===== src/rtl/core/rrt_pkg.sv =====
// ----------------------------------------------------------------------------
// rrt_pkg - shared types and codes of the request/response tracker
// Operation codes, mode encoding, status codes and the command/status bundles
// that pass between the controller and the datapath.
// ----------------------------------------------------------------------------
package rrt_pkg;

    // operation codes on the op port
    localparam logic [2:0] OP_INIT     = 3'd0;
    localparam logic [2:0] OP_SEND     = 3'd1;
    localparam logic [2:0] OP_ACK      = 3'd2;
    localparam logic [2:0] OP_WAIT     = 3'd3;
    localparam logic [2:0] OP_INCOMING = 3'd4;
    localparam logic [2:0] OP_COLLECT  = 3'd5;
    localparam logic [2:0] OP_RESET    = 3'd6;

    // status codes
    localparam logic [3:0] ST_NONE        = 4'd0;
    localparam logic [3:0] ST_NOTREADY    = 4'd1;
    localparam logic [3:0] ST_BUSY        = 4'd2;
    localparam logic [3:0] ST_INTERNAL    = 4'd3;
    localparam logic [3:0] ST_UNSOLICITED = 4'd4;
    localparam logic [3:0] ST_WAITING     = 4'd5;
    localparam logic [3:0] ST_UNHANDLED   = 4'd6;

    // answered counter width and its saturation value
    localparam int         ANS_W   = 4;
    localparam logic [3:0] ANS_MAX = 4'd15;

    typedef enum logic [2:0] {
        MODE_STARTUP = 3'd0,
        MODE_INIT    = 3'd1,
        MODE_SENT    = 3'd2,
        MODE_WAIT    = 3'd3,
        MODE_RECV    = 3'd4
    } mode_t;

    // controller to datapath
    typedef struct packed {
        logic load;     // capture the accepted beat and arm the scan
        logic step;     // visit one table entry
        logic finish;   // apply the event and register the result
    } cmd_t;

    // datapath to controller
    typedef struct packed {
        logic need_scan;  // the offered beat needs a table walk
        logic scan_last;  // the current entry is the last one to visit
    } stat_t;

endpackage


===== src/rtl/core/rrt_ctrl.sv =====
// ----------------------------------------------------------------------------
// rrt_ctrl - sequencer of the request/response tracker
// Accepts a beat, walks the table one entry per cycle when needed, then
// finishes the event.
// ----------------------------------------------------------------------------
module rrt_ctrl (
    input  logic          clk,
    input  logic          rst_n,
    input  logic          start,
    input  rrt_pkg::stat_t stat,
    output rrt_pkg::cmd_t cmd,
    output logic          busy
);

    typedef enum logic [1:0] {
        S_IDLE,
        S_SCAN,
        S_FINISH
    } state_t;

    state_t state_reg;
    state_t state_next;
    logic   busy_reg;
    logic   accept;

    assign accept = start && !busy_reg;
    assign busy   = busy_reg;

    always_comb
    begin
        cmd        = '0;
        state_next = state_reg;
        case (state_reg)
            S_IDLE:
            begin
                if (accept)
                begin
                    cmd.load   = 1'b1;
                    state_next = stat.need_scan ? S_SCAN : S_FINISH;
                end
            end
            S_SCAN:
            begin
                cmd.step = 1'b1;
                if (stat.scan_last)
                begin
                    state_next = S_FINISH;
                end
            end
            S_FINISH:
            begin
                cmd.finish = 1'b1;
                state_next = S_IDLE;
            end
            default:
            begin
                state_next = S_IDLE;
            end
        endcase
    end

    always_ff @(posedge clk or negedge rst_n)
    begin
        if (!rst_n)
        begin
            state_reg <= S_IDLE;
            busy_reg  <= 1'b0;
        end
        else
        begin
            state_reg <= state_next;
            busy_reg  <= (state_next != S_IDLE);
        end
    end

endmodule


===== src/rtl/core/rrt_datapath.sv =====
// ----------------------------------------------------------------------------
// rrt_datapath - table, counters and result registers of the tracker
// Holds the awaited-type table, mode and counters; searches and compacts the
// table one entry per step and registers the result of each event.
// ----------------------------------------------------------------------------
module rrt_datapath #(
    parameter int MAX_PENDING = 4
) (
    input  logic           clk,
    input  logic           rst_n,
    input  rrt_pkg::cmd_t  cmd,
    output rrt_pkg::stat_t stat,
    input  logic [2:0]     op,
    input  logic [7:0]     msg_type,
    input  logic [7:0]     context_tag,
    input  logic           handled,
    input  logic [3:0]     handler_code,
    output logic           done,
    output logic [3:0]     status,
    output logic [2:0]     mode_now,
    output logic           send_strobe,
    output logic           matched,
    output logic [7:0]     matched_tag,
    output logic           default_route,
    output logic           dump_request,
    output logic [7:0]     last_sent_type
);

    localparam int CW = $clog2(MAX_PENDING + 1);
    localparam int IW = (MAX_PENDING > 1) ? $clog2(MAX_PENDING) : 1;
    localparam int KW = (CW > rrt_pkg::ANS_W) ? CW : rrt_pkg::ANS_W;
    localparam logic [CW-1:0] MAX_CNT = CW'(MAX_PENDING);

    // table
    logic [7:0] type_mem [MAX_PENDING];
    logic [7:0] tag_mem  [MAX_PENDING];
    logic [3:0] code_mem [MAX_PENDING];

    // architectural state
    rrt_pkg::mode_t          mode_reg, mode_next;
    logic [CW-1:0]           pending_reg, pending_next;
    logic [rrt_pkg::ANS_W-1:0] answered_reg, answered_next;
    logic [7:0]              sent_reg, sent_next;

    // captured beat
    logic [2:0] op_reg, op_next;
    logic [7:0] msg_reg, msg_next;
    logic [7:0] tag_reg, tag_next;
    logic       handled_reg, handled_next;
    logic [3:0] hcode_reg, hcode_next;

    // walk state
    logic [IW-1:0] idx_reg, idx_next;
    logic [CW-1:0] wr_reg, wr_next;
    logic [CW-1:0] rem_reg, rem_next;
    logic [CW-1:0] n_reg, n_next;
    logic [3:0]    err_reg, err_next;
    logic          hit_reg, hit_next;
    logic [IW-1:0] hit_idx_reg, hit_idx_next;
    logic [7:0]    hit_tag_reg, hit_tag_next;

    // result registers
    logic       done_reg, done_next;
    logic [3:0] status_reg, status_next;
    logic       send_reg, send_next;
    logic       matched_reg, matched_next;
    logic [7:0] mtag_reg, mtag_next;
    logic       droute_reg, droute_next;
    logic       dump_reg, dump_next;

    // table write port
    logic          we_all;
    logic          we_code;
    logic [IW-1:0] waddr;
    logic [7:0]    wtype;
    logic [7:0]    wtag;
    logic [3:0]    wcode;

    logic [7:0] rd_type;
    logic [7:0] rd_tag;
    logic [3:0] rd_code;
    logic [3:0] inc_res;
    logic [rrt_pkg::ANS_W-1:0] ans_inc;
    logic [KW-1:0] ans_ext;
    logic [CW-1:0] scan_n;

    assign rd_type = type_mem[idx_reg];
    assign rd_tag  = tag_mem[idx_reg];
    assign rd_code = code_mem[idx_reg];

    assign inc_res = handled_reg ? hcode_reg : rrt_pkg::ST_INTERNAL;
    assign ans_inc = (answered_reg != rrt_pkg::ANS_MAX) ? answered_reg + 1'b1 : answered_reg;

    // collect walks the answered entries, clamped to the table depth
    assign ans_ext = KW'(answered_reg);
    assign scan_n  = (op == rrt_pkg::OP_COLLECT)
                   ? ((ans_ext < KW'(MAX_PENDING)) ? CW'(ans_ext) : MAX_CNT)
                   : pending_reg;

    assign stat.need_scan =
        ((op == rrt_pkg::OP_INCOMING) && (mode_reg == rrt_pkg::MODE_WAIT)
            && (pending_reg != '0))
        || ((op == rrt_pkg::OP_COLLECT) && (mode_reg == rrt_pkg::MODE_RECV)
            && (answered_reg != '0));
    assign stat.scan_last = ((CW'(idx_reg) + CW'(1)) == n_reg);

    always_comb
    begin
        mode_next     = mode_reg;
        pending_next  = pending_reg;
        answered_next = answered_reg;
        sent_next     = sent_reg;
        op_next       = op_reg;
        msg_next      = msg_reg;
        tag_next      = tag_reg;
        handled_next  = handled_reg;
        hcode_next    = hcode_reg;
        idx_next      = idx_reg;
        wr_next       = wr_reg;
        rem_next      = rem_reg;
        n_next        = n_reg;
        err_next      = err_reg;
        hit_next      = hit_reg;
        hit_idx_next  = hit_idx_reg;
        hit_tag_next  = hit_tag_reg;
        done_next     = 1'b0;
        status_next   = status_reg;
        send_next     = send_reg;
        matched_next  = matched_reg;
        mtag_next     = mtag_reg;
        droute_next   = droute_reg;
        dump_next     = dump_reg;
        we_all        = 1'b0;
        we_code       = 1'b0;
        waddr         = '0;
        wtype         = rd_type;
        wtag          = rd_tag;
        wcode         = rd_code;

        if (cmd.load)
        begin
            op_next      = op;
            msg_next     = msg_type;
            tag_next     = context_tag;
            handled_next = handled;
            hcode_next   = handler_code;
            idx_next     = '0;
            wr_next      = '0;
            rem_next     = '0;
            n_next       = scan_n;
            err_next     = rrt_pkg::ST_NOTREADY;
            hit_next     = 1'b0;
            hit_idx_next = '0;
            hit_tag_next = '0;
        end

        if (cmd.step)
        begin
            idx_next = idx_reg + 1'b1;
            if (op_reg == rrt_pkg::OP_INCOMING)
            begin
                // keep the last matching entry
                if (rd_type == msg_reg)
                begin
                    hit_next     = 1'b1;
                    hit_idx_next = idx_reg;
                    hit_tag_next = rd_tag;
                end
            end
            else
            begin
                // drop matches, move survivors down to the write pointer
                if (rd_type == msg_reg)
                begin
                    err_next = rd_code;
                    rem_next = rem_reg + 1'b1;
                end
                else
                begin
                    we_all  = 1'b1;
                    waddr   = wr_reg[IW-1:0];
                    wr_next = wr_reg + 1'b1;
                end
            end
        end

        if (cmd.finish)
        begin
            done_next    = 1'b1;
            status_next  = rrt_pkg::ST_NONE;
            send_next    = 1'b0;
            matched_next = 1'b0;
            mtag_next    = '0;
            droute_next  = 1'b0;
            dump_next    = 1'b0;
            case (op_reg)
                rrt_pkg::OP_INIT:
                begin
                    mode_next     = rrt_pkg::MODE_INIT;
                    pending_next  = '0;
                    answered_next = '0;
                end
                rrt_pkg::OP_SEND:
                begin
                    if (mode_reg != rrt_pkg::MODE_STARTUP)
                    begin
                        sent_next = msg_reg;
                        mode_next = rrt_pkg::MODE_SENT;
                        send_next = 1'b1;
                    end
                    else
                    begin
                        status_next = rrt_pkg::ST_NOTREADY;
                    end
                end
                rrt_pkg::OP_ACK:
                begin
                    if (mode_reg == rrt_pkg::MODE_SENT)
                    begin
                        mode_next = rrt_pkg::MODE_WAIT;
                    end
                end
                rrt_pkg::OP_WAIT:
                begin
                    if ((mode_reg == rrt_pkg::MODE_STARTUP)
                        || (mode_reg == rrt_pkg::MODE_RECV)
                        || (pending_reg >= MAX_CNT))
                    begin
                        status_next = rrt_pkg::ST_NOTREADY;
                    end
                    else
                    begin
                        we_all       = 1'b1;
                        waddr        = pending_reg[IW-1:0];
                        wtype        = msg_reg;
                        wtag         = tag_reg;
                        wcode        = rrt_pkg::ST_BUSY;
                        pending_next = pending_reg + 1'b1;
                    end
                end
                rrt_pkg::OP_INCOMING:
                begin
                    status_next  = inc_res;
                    matched_next = hit_reg;
                    mtag_next    = hit_reg ? hit_tag_reg : 8'd0;
                    if ((inc_res != rrt_pkg::ST_UNSOLICITED)
                        && (inc_res != rrt_pkg::ST_WAITING))
                    begin
                        dump_next = (inc_res == rrt_pkg::ST_UNHANDLED);
                        if (!handled_reg)
                        begin
                            droute_next = 1'b1;
                        end
                        else if (mode_reg == rrt_pkg::MODE_WAIT)
                        begin
                            if (hit_reg)
                            begin
                                we_code       = 1'b1;
                                waddr         = hit_idx_reg;
                                wcode         = inc_res;
                                answered_next = ans_inc;
                            end
                            if (KW'(answered_next) == KW'(pending_reg))
                            begin
                                mode_next = rrt_pkg::MODE_RECV;
                            end
                        end
                    end
                end
                rrt_pkg::OP_COLLECT:
                begin
                    if (mode_reg == rrt_pkg::MODE_INIT)
                    begin
                        status_next = rrt_pkg::ST_NONE;
                    end
                    else if (mode_reg != rrt_pkg::MODE_RECV)
                    begin
                        status_next = rrt_pkg::ST_NOTREADY;
                    end
                    else
                    begin
                        status_next   = err_reg;
                        answered_next = answered_reg - rrt_pkg::ANS_W'(rem_reg);
                        pending_next  = (pending_reg >= rem_reg) ? pending_reg - rem_reg : '0;
                        if (answered_next == '0)
                        begin
                            pending_next = '0;
                            mode_next    = rrt_pkg::MODE_INIT;
                        end
                    end
                end
                rrt_pkg::OP_RESET:
                begin
                    if (mode_reg != rrt_pkg::MODE_STARTUP)
                    begin
                        mode_next     = rrt_pkg::MODE_INIT;
                        pending_next  = '0;
                        answered_next = '0;
                    end
                end
                default:
                begin
                    status_next = rrt_pkg::ST_NONE;
                end
            endcase
        end
    end

    always_ff @(posedge clk)
    begin
        if (we_all)
        begin
            type_mem[waddr] <= wtype;
            tag_mem[waddr]  <= wtag;
            code_mem[waddr] <= wcode;
        end
        else if (we_code)
        begin
            code_mem[waddr] <= wcode;
        end
    end

    always_ff @(posedge clk or negedge rst_n)
    begin
        if (!rst_n)
        begin
            mode_reg     <= rrt_pkg::MODE_STARTUP;
            pending_reg  <= '0;
            answered_reg <= '0;
            sent_reg     <= '0;
            done_reg     <= 1'b0;
            hit_reg      <= 1'b0;
            idx_reg      <= '0;
            wr_reg       <= '0;
            rem_reg      <= '0;
            n_reg        <= '0;
        end
        else
        begin
            mode_reg     <= mode_next;
            pending_reg  <= pending_next;
            answered_reg <= answered_next;
            sent_reg     <= sent_next;
            done_reg     <= done_next;
            hit_reg      <= hit_next;
            idx_reg      <= idx_next;
            wr_reg       <= wr_next;
            rem_reg      <= rem_next;
            n_reg        <= n_next;
        end
    end

    always_ff @(posedge clk)
    begin
        op_reg      <= op_next;
        msg_reg     <= msg_next;
        tag_reg     <= tag_next;
        handled_reg <= handled_next;
        hcode_reg   <= hcode_next;
        err_reg     <= err_next;
        hit_idx_reg <= hit_idx_next;
        hit_tag_reg <= hit_tag_next;
        status_reg  <= status_next;
        send_reg    <= send_next;
        matched_reg <= matched_next;
        mtag_reg    <= mtag_next;
        droute_reg  <= droute_next;
        dump_reg    <= dump_next;
    end

    assign done           = done_reg;
    assign status         = status_reg;
    assign mode_now       = 3'(mode_reg);
    assign send_strobe    = send_reg;
    assign matched        = matched_reg;
    assign matched_tag    = mtag_reg;
    assign default_route  = droute_reg;
    assign dump_request   = dump_reg;
    assign last_sent_type = sent_reg;

endmodule


===== src/rtl/core/request_response_tracker_core.sv =====
// ----------------------------------------------------------------------------
// request_response_tracker_core - outstanding link request tracker
// Tracks the link mode and a table of awaited message types with their tags
// and handler outcomes; one result per event.
// ----------------------------------------------------------------------------
// Usage:
//   Command channel: drive op and its fields with start high; the beat is
//   taken at a rising edge where start is high and busy is low. busy rises
//   the cycle after and stays high until the result is out.
//   Result channel: done pulses high for exactly one cycle with status,
//   mode_now, the event flags and last_sent_type valid in that cycle. The
//   receiver cannot stall; sample the result when done is high.
//   Sequence: an event that needs no table walk goes from the accepting
//   edge straight to the finish state, which registers done. An incoming
//   frame in waiting mode walks pending-count entries, and a collect in
//   received mode walks the answered entries (up to MAX_PENDING), both
//   before the finish state, through the single table read port visited
//   once per cycle. busy holds off a new event until the last one is
//   through. A new beat may be taken in the same cycle that done is high.
//   Reset: rst_n low puts the mode in startup and clears the counters and
//   the last sent type. Table entries hold no reset value; only entries
//   below the pending count are ever read.
// ----------------------------------------------------------------------------
module request_response_tracker_core #(
    parameter int MAX_PENDING = 4
) (
    input  logic       clk,
    input  logic       rst_n,
    input  logic       start,
    output logic       busy,
    input  logic [2:0] op,
    input  logic [7:0] msg_type,
    input  logic [7:0] context_tag,
    input  logic       handled,
    input  logic [3:0] handler_code,
    output logic       done,
    output logic [3:0] status,
    output logic [2:0] mode_now,
    output logic       send_strobe,
    output logic       matched,
    output logic [7:0] matched_tag,
    output logic       default_route,
    output logic       dump_request,
    output logic [7:0] last_sent_type
);

    // command and status between sequencer and datapath
    rrt_pkg::cmd_t  cmd;
    rrt_pkg::stat_t stat;

    // sequencer: accept, walk the table, finish
    rrt_ctrl u_ctrl (
        .clk   (clk),
        .rst_n (rst_n),
        .start (start),
        .stat  (stat),
        .cmd   (cmd),
        .busy  (busy)
    );

    // datapath: table, mode, counters and result registers
    rrt_datapath #(
        .MAX_PENDING (MAX_PENDING)
    ) u_datapath (
        .clk            (clk),
        .rst_n          (rst_n),
        .cmd            (cmd),
        .stat           (stat),
        .op             (op),
        .msg_type       (msg_type),
        .context_tag    (context_tag),
        .handled        (handled),
        .handler_code   (handler_code),
        .done           (done),
        .status         (status),
        .mode_now       (mode_now),
        .send_strobe    (send_strobe),
        .matched        (matched),
        .matched_tag    (matched_tag),
        .default_route  (default_route),
        .dump_request   (dump_request),
        .last_sent_type (last_sent_type)
    );

endmodule


===== config.mk =====
export PLATFORM = sky130hd
export DESIGN_NAME = request_response_tracker_core
export DESIGN_NICKNAME = d
export VERILOG_FILES = /design/src/rtl/core/rrt_pkg.sv /design/src/rtl/core/rrt_ctrl.sv /design/src/rtl/core/rrt_datapath.sv /design/src/rtl/core/request_response_tracker_core.sv
export SDC_FILE = /design/constraint.sdc
export NUM_CORES = 1
export LEC_CHECK = 0
export BUFFER_PORTS_ARGS = -buffer_cell sky130_fd_sc_hd__buf_2
export CAP_MARGIN = 10
export CORE_ASPECT_RATIO = 2
export CORE_MARGIN = 3
export CORE_UTILIZATION = 51
export CTS_BUF_LIST = sky130_fd_sc_hd__clkbuf_16
export DETAILED_ROUTE_END_ITERATION = 8
export PLACE_DENSITY = 0.71
export SYNTH_ARGS = -nofsm -noshare
export SYNTH_HDL_FRONTEND = slang
export SYNTH_SLANG_ARGS = --single-unit

===== constraint.sdc =====
create_clock -name clk -period 4.51 [get_ports clk]
set_input_delay 0.451 -clock clk [delete_from_list [all_inputs] [get_ports clk]]
set_output_delay 0.451 -clock clk [all_outputs]
set_load 0.1 [all_outputs]

[After elaboration in Yosys (flattened, before gate mapping)]
Memories as Yosys holds them, arrays and structs flattened.
Index checks and enable logic that the tools add are counted.
Storage, ports and cells
  output and inout port bits: 29
  logic and storage cells: 220
  memories: 3
  RAM bits: 80
  register bits: 88
Memory list
  u_datapath.tag_mem: words 4, width 8, read ports 1, clocked after Yosys merged registers in 0, write ports 1, RTL line rrt_datapath.sv:36  | logic [7:0] tag_mem [MAX_PENDING];
  u_datapath.type_mem: words 4, width 8, read ports 1, clocked after Yosys merged registers in 0, write ports 1, RTL line rrt_datapath.sv:35  | logic [7:0] type_mem [MAX_PENDING];
  u_datapath.code_mem: words 4, width 4, read ports 1, clocked after Yosys merged registers in 0, write ports 1, RTL line rrt_datapath.sv:37  | logic [3:0] code_mem [MAX_PENDING];
Operators by class
  eq/ne operators: 33
  reduce and logical (&&, ||, !) cells: 28
  muxes and demuxes: 118
  bitwise logic cells: 1
  $add $sub $neg: 8
  magnitude comparators: 3
Operators by type and width (count)
  4-bit 2-to-1 mux: 27
  8-bit 2-to-1 mux: 10
  3-bit 2-to-1 mux: 26
  2-bit 2-to-1 mux: 18
  4-bit one-hot mux with 4 select lines: 2
  1-bit 2-to-1 mux: 30
  3-bit == test, second input constant: 6
  3-bit one-hot mux with 6 select lines: 1
  3-bit by 2-bit == test with 1-bit output, second input constant: 4
  2-bit by 1-bit != test with 1-bit output, second input constant: 6
  3-bit one-hot mux with 4 select lines: 1
  12-bit AND reduction: 1
  4-bit nonzero test: 3
  2-bit != test, second input constant: 5
  3-bit by 1-bit adder with 3-bit output, second input constant: 3
  8-bit == test: 1
  4-bit by 3-bit != test with 1-bit output, second input constant: 2
  2-bit one-hot mux with 2 select lines: 2
  4-bit one-hot mux with 2 select lines: 1
  8-bit AND reduction: 1
  3-bit by 1-bit == test with 1-bit output, second input constant: 2
  1-bit logical AND: 6
  3-bit zero test: 2
  6-bit AND reduction: 1
  25 further kinds: 30

[Longest topological paths before layout]
  depth after elaboration: 14
  depth in mapped cells: 9
  depth with buffers taken out: 9

[Hierarchy]
From an unflattened synthesis, not the netlist that was laid out.
Second synthesis, totals
  cell total of the unflattened synthesis: 508
  area total of the unflattened synthesis: 7452.1 um^2
By module, submodules not included
  rrt_datapath: area each 7303.3 um^2, sequential area each 4634.4 um^2, cells an instance 493, times used 1
  rrt_ctrl: area each 148.9 um^2, sequential area each 75.1 um^2, cells an instance 15, times used 1

[Least setup slack after synthesis]
No wires, ideal clock.
  kind: reg2reg
  start point: register u_datapath.mode_reg[0] (netlist: u_datapath.mode_now[0])
  end point: memory u_datapath.tag_mem[2][0] (enable)
  clock period less this slack: 3.935 ns
  cell stages (with the launch flop): 8
  required time: 4.097 ns
  path slack: 0.575 ns
  arrival time: 3.522 ns
  path buffers: 1
  path through: dfrtp_1 > clkbuf_1 > and4b_1 > o21ai_0 > nor3_1 > a22oi_1 > o21ai_2 > nor3b_1
On the way
  word-level cells in the longest chain between the ends: 8
  elaborated cells on any way between the ends: 16
RTL lines
  start, declared: RTL line rrt_datapath.sv:40  | rrt_pkg::mode_t mode_reg, mode_next;
  start signal, assigned: RTL line rrt_datapath.sv:327  | mode_reg <= rrt_pkg::MODE_STARTUP;
  start signal, assigned: RTL line rrt_datapath.sv:340  | mode_reg <= mode_next;
  3-bit == test or 3-bit zero test (tied branches): RTL line rrt_datapath.sv:226, rrt_datapath.sv:225
  1-bit logical OR: RTL line rrt_datapath.sv:226  | || (mode_reg == rrt_pkg::MODE_RECV)
  1-bit logical OR: RTL line rrt_datapath.sv:227  | || (pending_reg >= MAX_CNT))
  1-bit 2-to-1 mux: RTL line rrt_datapath.sv:225  | if ((mode_reg == rrt_pkg::MODE_STARTUP)
  1-bit 2-to-1 mux: RTL line rrt_datapath.sv:196  | case (op_reg)
  1-bit 2-to-1 mux: RTL line rrt_datapath.sv:187  | if (cmd.finish)
  1-bit 2-to-1 mux: RTL line rrt_datapath.sv:311  | if (we_all)
  1-bit 2-to-1 mux (not written as such): RTL line rrt_datapath.sv:314  | tag_mem[waddr] <= wtag;
  end, declared: RTL line rrt_datapath.sv:36
Parallel ways exist; a longest one is shown, timed or not.

[Worst setup path after layout]
  start point: register u_datapath.idx_reg[0]
  end point: memory u_datapath.type_mem[3][0] (enable)
On the way
  word-level cells in the longest chain between the ends: 11
  elaborated cells on any way between the ends: 20
RTL lines
  start, declared: RTL line rrt_datapath.sv:53  | logic [IW-1:0] idx_reg, idx_next;
  start signal, assigned: RTL line rrt_datapath.sv:346  | idx_reg <= idx_next;
  memory 4 x 8 bit (*)
  8-bit == test (*): RTL line rrt_datapath.sv:173  | if (rd_type == msg_reg)
  2-bit 2-to-1 mux: RTL line rrt_datapath.sv:173
  2-bit 2-to-1 mux: RTL line rrt_datapath.sv:160  | if (op_reg == rrt_pkg::OP_INCOMING)
  2-bit 2-to-1 mux: RTL line rrt_datapath.sv:157  | if (cmd.step)
  2-bit 2-to-1 mux: RTL line rrt_datapath.sv:256  | if (hit_reg)
  2-bit 2-to-1 mux: RTL line rrt_datapath.sv:254  | else if (mode_reg == rrt_pkg::MODE_WAIT)
  2-bit 2-to-1 mux: RTL line rrt_datapath.sv:250  | if (!handled_reg)
  2-bit 2-to-1 mux: RTL line rrt_datapath.sv:246  | if ((inc_res != rrt_pkg::ST_UNSOLICITED)
  2-bit one-hot mux with 2 select lines: RTL line rrt_datapath.sv:196
  2-bit 2-to-1 mux: RTL line rrt_datapath.sv:187
  end, declared: RTL line rrt_datapath.sv:35
Every way passes the cells marked *; elsewhere a longest branch is shown, timed or not.

==> run metrics <==
status finished clean; CTS tree done; routing usage on met2 38.54%; Synth cell types 68; Worst Tran Pin Value 0.8562 ns; Antenna diodes 0; Worst Setup End Kind flip-flop; routability congestion estimate 0.9351; port bufs 55; Largest regs u_datapath.tag_mem (32), u_datapath.type_mem (32), u_datapath.code_mem (16); peak supply drop 0.0004233 V; layout cells sized above 1 27.61%; met3 Usage GRT 3.753%; Core Area 14,040 um^2; area delta synth->final 14.64%; Critical Path AT 3.36 ns; Vias per Instance 5.856; clk buf depth 2; Die Area 16,100 um^2; initial antenna violation count 0; # rows 61; Fmax achieved 300.9 MHz; Remaining DRCs 0; GRT overflow 0; worst rel slew slack 42.86%; pwr dens 528.9 nW/um^2; clk root buf clkbuf_16; Final setup viols 0; Setup TNS 0 ns; Die Width 91.25 um; Post-Syn Area per Cell 14.23 um^2; Final #Nets 623; IO Count 56; vias in the first global route 4,926; Final Cycle Share 73.68%; cells along the critical path buf_4 -> mux4_2 -> xnor2_1 -> nand4_2 -> o21ai_4 -> o21ai_2 -> and3_1; Vias 4,585; Setup Skew 0.01351 ns; first-pass GRT wire length 25,980 um; Total Wirelength 16,090 um; # Post-CTS Setup Buffers 0; top fanout value on the critical path 16; DR WL/cell 20.55 um; Tot Pwr 4.494 mW; CTS Buf Count 17; insertion delay to the later sink of the worst-skew pair 0.42 ns; Setup crit start kind flip-flop; Initial Util 52.78%; Crit path largest cell delay 0.76 ns; total iterations of the first detailed-routing run 4; H-tree Lvls 4; top_reg_cell synth edfxtp_1; EDFF count, synth 120; total clock sinks 167; DR iter-0 viols 308; min-delay worst type primary input to asynchronous set/reset pin; Max-Cap Viols 0; Tot GR Track Use 21.29%; HPWL after DPL 11,330 um; die height 176.5 um; Post-Synthesis Cells 521; largest net degree at the start of global routing 34; Slew Viols, Final 0; final instance area 8497 um^2; placed cell areas 7910 um^2; GRT busiest layer met2; met1 usage 22.87%; CTS resizes 0; WHS 0.1217 ns; Worst Setup Path Type flip-flop to flip-flop; hold buffer count at CTS 0; Synth Net Count 563; sequential element share of the synthesized area 63.54%; Final min period 3.323 ns; post-route core utilization 60.50%; RSZ-0062 raised after global routing false; Ys Warns 0; Slowest-stage cell, CP and3_1; FILL cells 1,086; final number of hold-violating endpoints 0; CTS clock-pin slew for the worst setup and hold paths 0.07 ns; r2r worst-path depth 7; Post-Syn Area 7412 um^2; critical path required time 4.55 ns; FF+latch count, synth 167; asr flop ratio synth 19.76%; LEAKAGE 3.159 nW; Routed Antenna Nets 0
critical path, delay by kind of cell (launching register included):
family,cells,cell delay (ns)
AO/OA/AOI/OAI,2,0.46
flip-flops,1,0.52
AND/OR/NAND/NOR,2,0.91
multiplexers,1,0.56
buffers and inverters,1,0.32
XOR/XNOR,1,0.16
cells in the final DEF (no fill, tap or decap), types with 13 or more instances in the layout:
master	count
mux4_2	20
o21ai_0	27
dfrtp_1	33
buf_2	55
edfxtp_1	120
nor2_1	19
inv_1	21
a21oi_1	13
mux2_2	29
dfxtp_1	14
clkbuf_16	17
nand2_1	43
cell families after synthesis:
logic type / synth area share [%]
simple gates: 10.30
xor+xnor: 1.772
mux: 11.44
compound gates: 7.461
flops: 63.54
fa+ha+maj: 2.836
buf+inv: 2.650
cell type report:
class                           instances  area, um^2  area share [%]
Clock buffer                           17       425.4           5.007
Clock inverter                         15       161.4           1.900
Inverter                               21       78.83          0.9277
Multi-Input combinational cell        308        2527           29.75
Sequential cell                       167        4710           55.43
Tap cell                              189       236.5           2.783
Timing Repair Buffer                   66       357.8           4.211
metrics by stage:
step / setup WS [ns] / std cells
after CTS: 1.109 / 783
after floorplan: 0.5748 / 521
final: 1.187 / 783
after global routing: 0.9239 / 783
after detailed placement: 1.158 / 751
after global placement: 1.210 / 751
report_power, final:
part | total [mW] | switching, mW | internal, mW
clock | 1.43 | 0.643 | 0.783
combinational | 1.12 | 0.845 | 0.274
sequential | 1.95 | 0.139 | 1.81
total | 4.49 | 1.63 | 2.87
per-layer routing:
metal  vias up  wire (um)
met5         -          0
met2       136       8916
met4         0        749
met1      2309       5921
met3        47        504
li1       2093          -
synthesized netlist by cell type, drive strengths merged (2+ instances only):
master,number,area [um^2]
buf,10,60.06
o22ai,4,25.02
mux4,20,450.4
mux2i,6,60.06
edfxtp,120,3603
nor3,9,45.04
dfxtp,14,280.3
nand4b,2,17.52
nand2b,6,37.54
o41ai,2,17.52
nor2b,10,62.56
nand4,5,37.53
xnor2,11,96.34
or3b,3,26.28
nor3b,3,27.52
a221oi,3,32.53
o21ai,31,173.9
dfrtp,33,825.8
inv,21,78.83
mux2,30,337.8
and2,5,31.28
ha,12,150.1
a21oi,13,65.06
nand3b,2,15.01
nand3,9,45.04
and3,12,75.07
fa,3,60.06
a22oi,2,15.01
clkbuf,15,57.55
nor2,19,71.32
o21a,2,15.01
and3b,2,17.52
o32a,2,20.02
a32o,3,30.03
nand2,44,167.7
nor4,4,31.28
a22o,4,35.03
a21o,5,37.54
xor2,4,35.03
path summary, 6_finish.rpt:
path | end | from | slack, ns
max | u_datapath.type_mem[3][0]$_DFFE_PP_ | u_datapath.idx_reg[0]$_DFFE_PN0P_ | 1.19
min | u_datapath.pending_reg[1]$_DFFE_PN0P_ | rst_n | 0.12
max reg2reg | u_datapath.type_mem[3][0]$_DFFE_PP_ | u_datapath.idx_reg[0]$_DFFE_PN0P_ | 1.19
min reg2reg | u_datapath.hit_tag_reg[2]$_DFF_P_ | u_datapath.hit_tag_reg[2]$_DFF_P_ | 0.46
max in group asynchronous | u_datapath.hit_reg$_DFF_PN0_ | rst_n | 3.86
min in group clk | u_datapath.tag_reg[1]$_DFFE_PP_ | context_tag[1] | 0.20
Power figures use the tool's default switching activity.
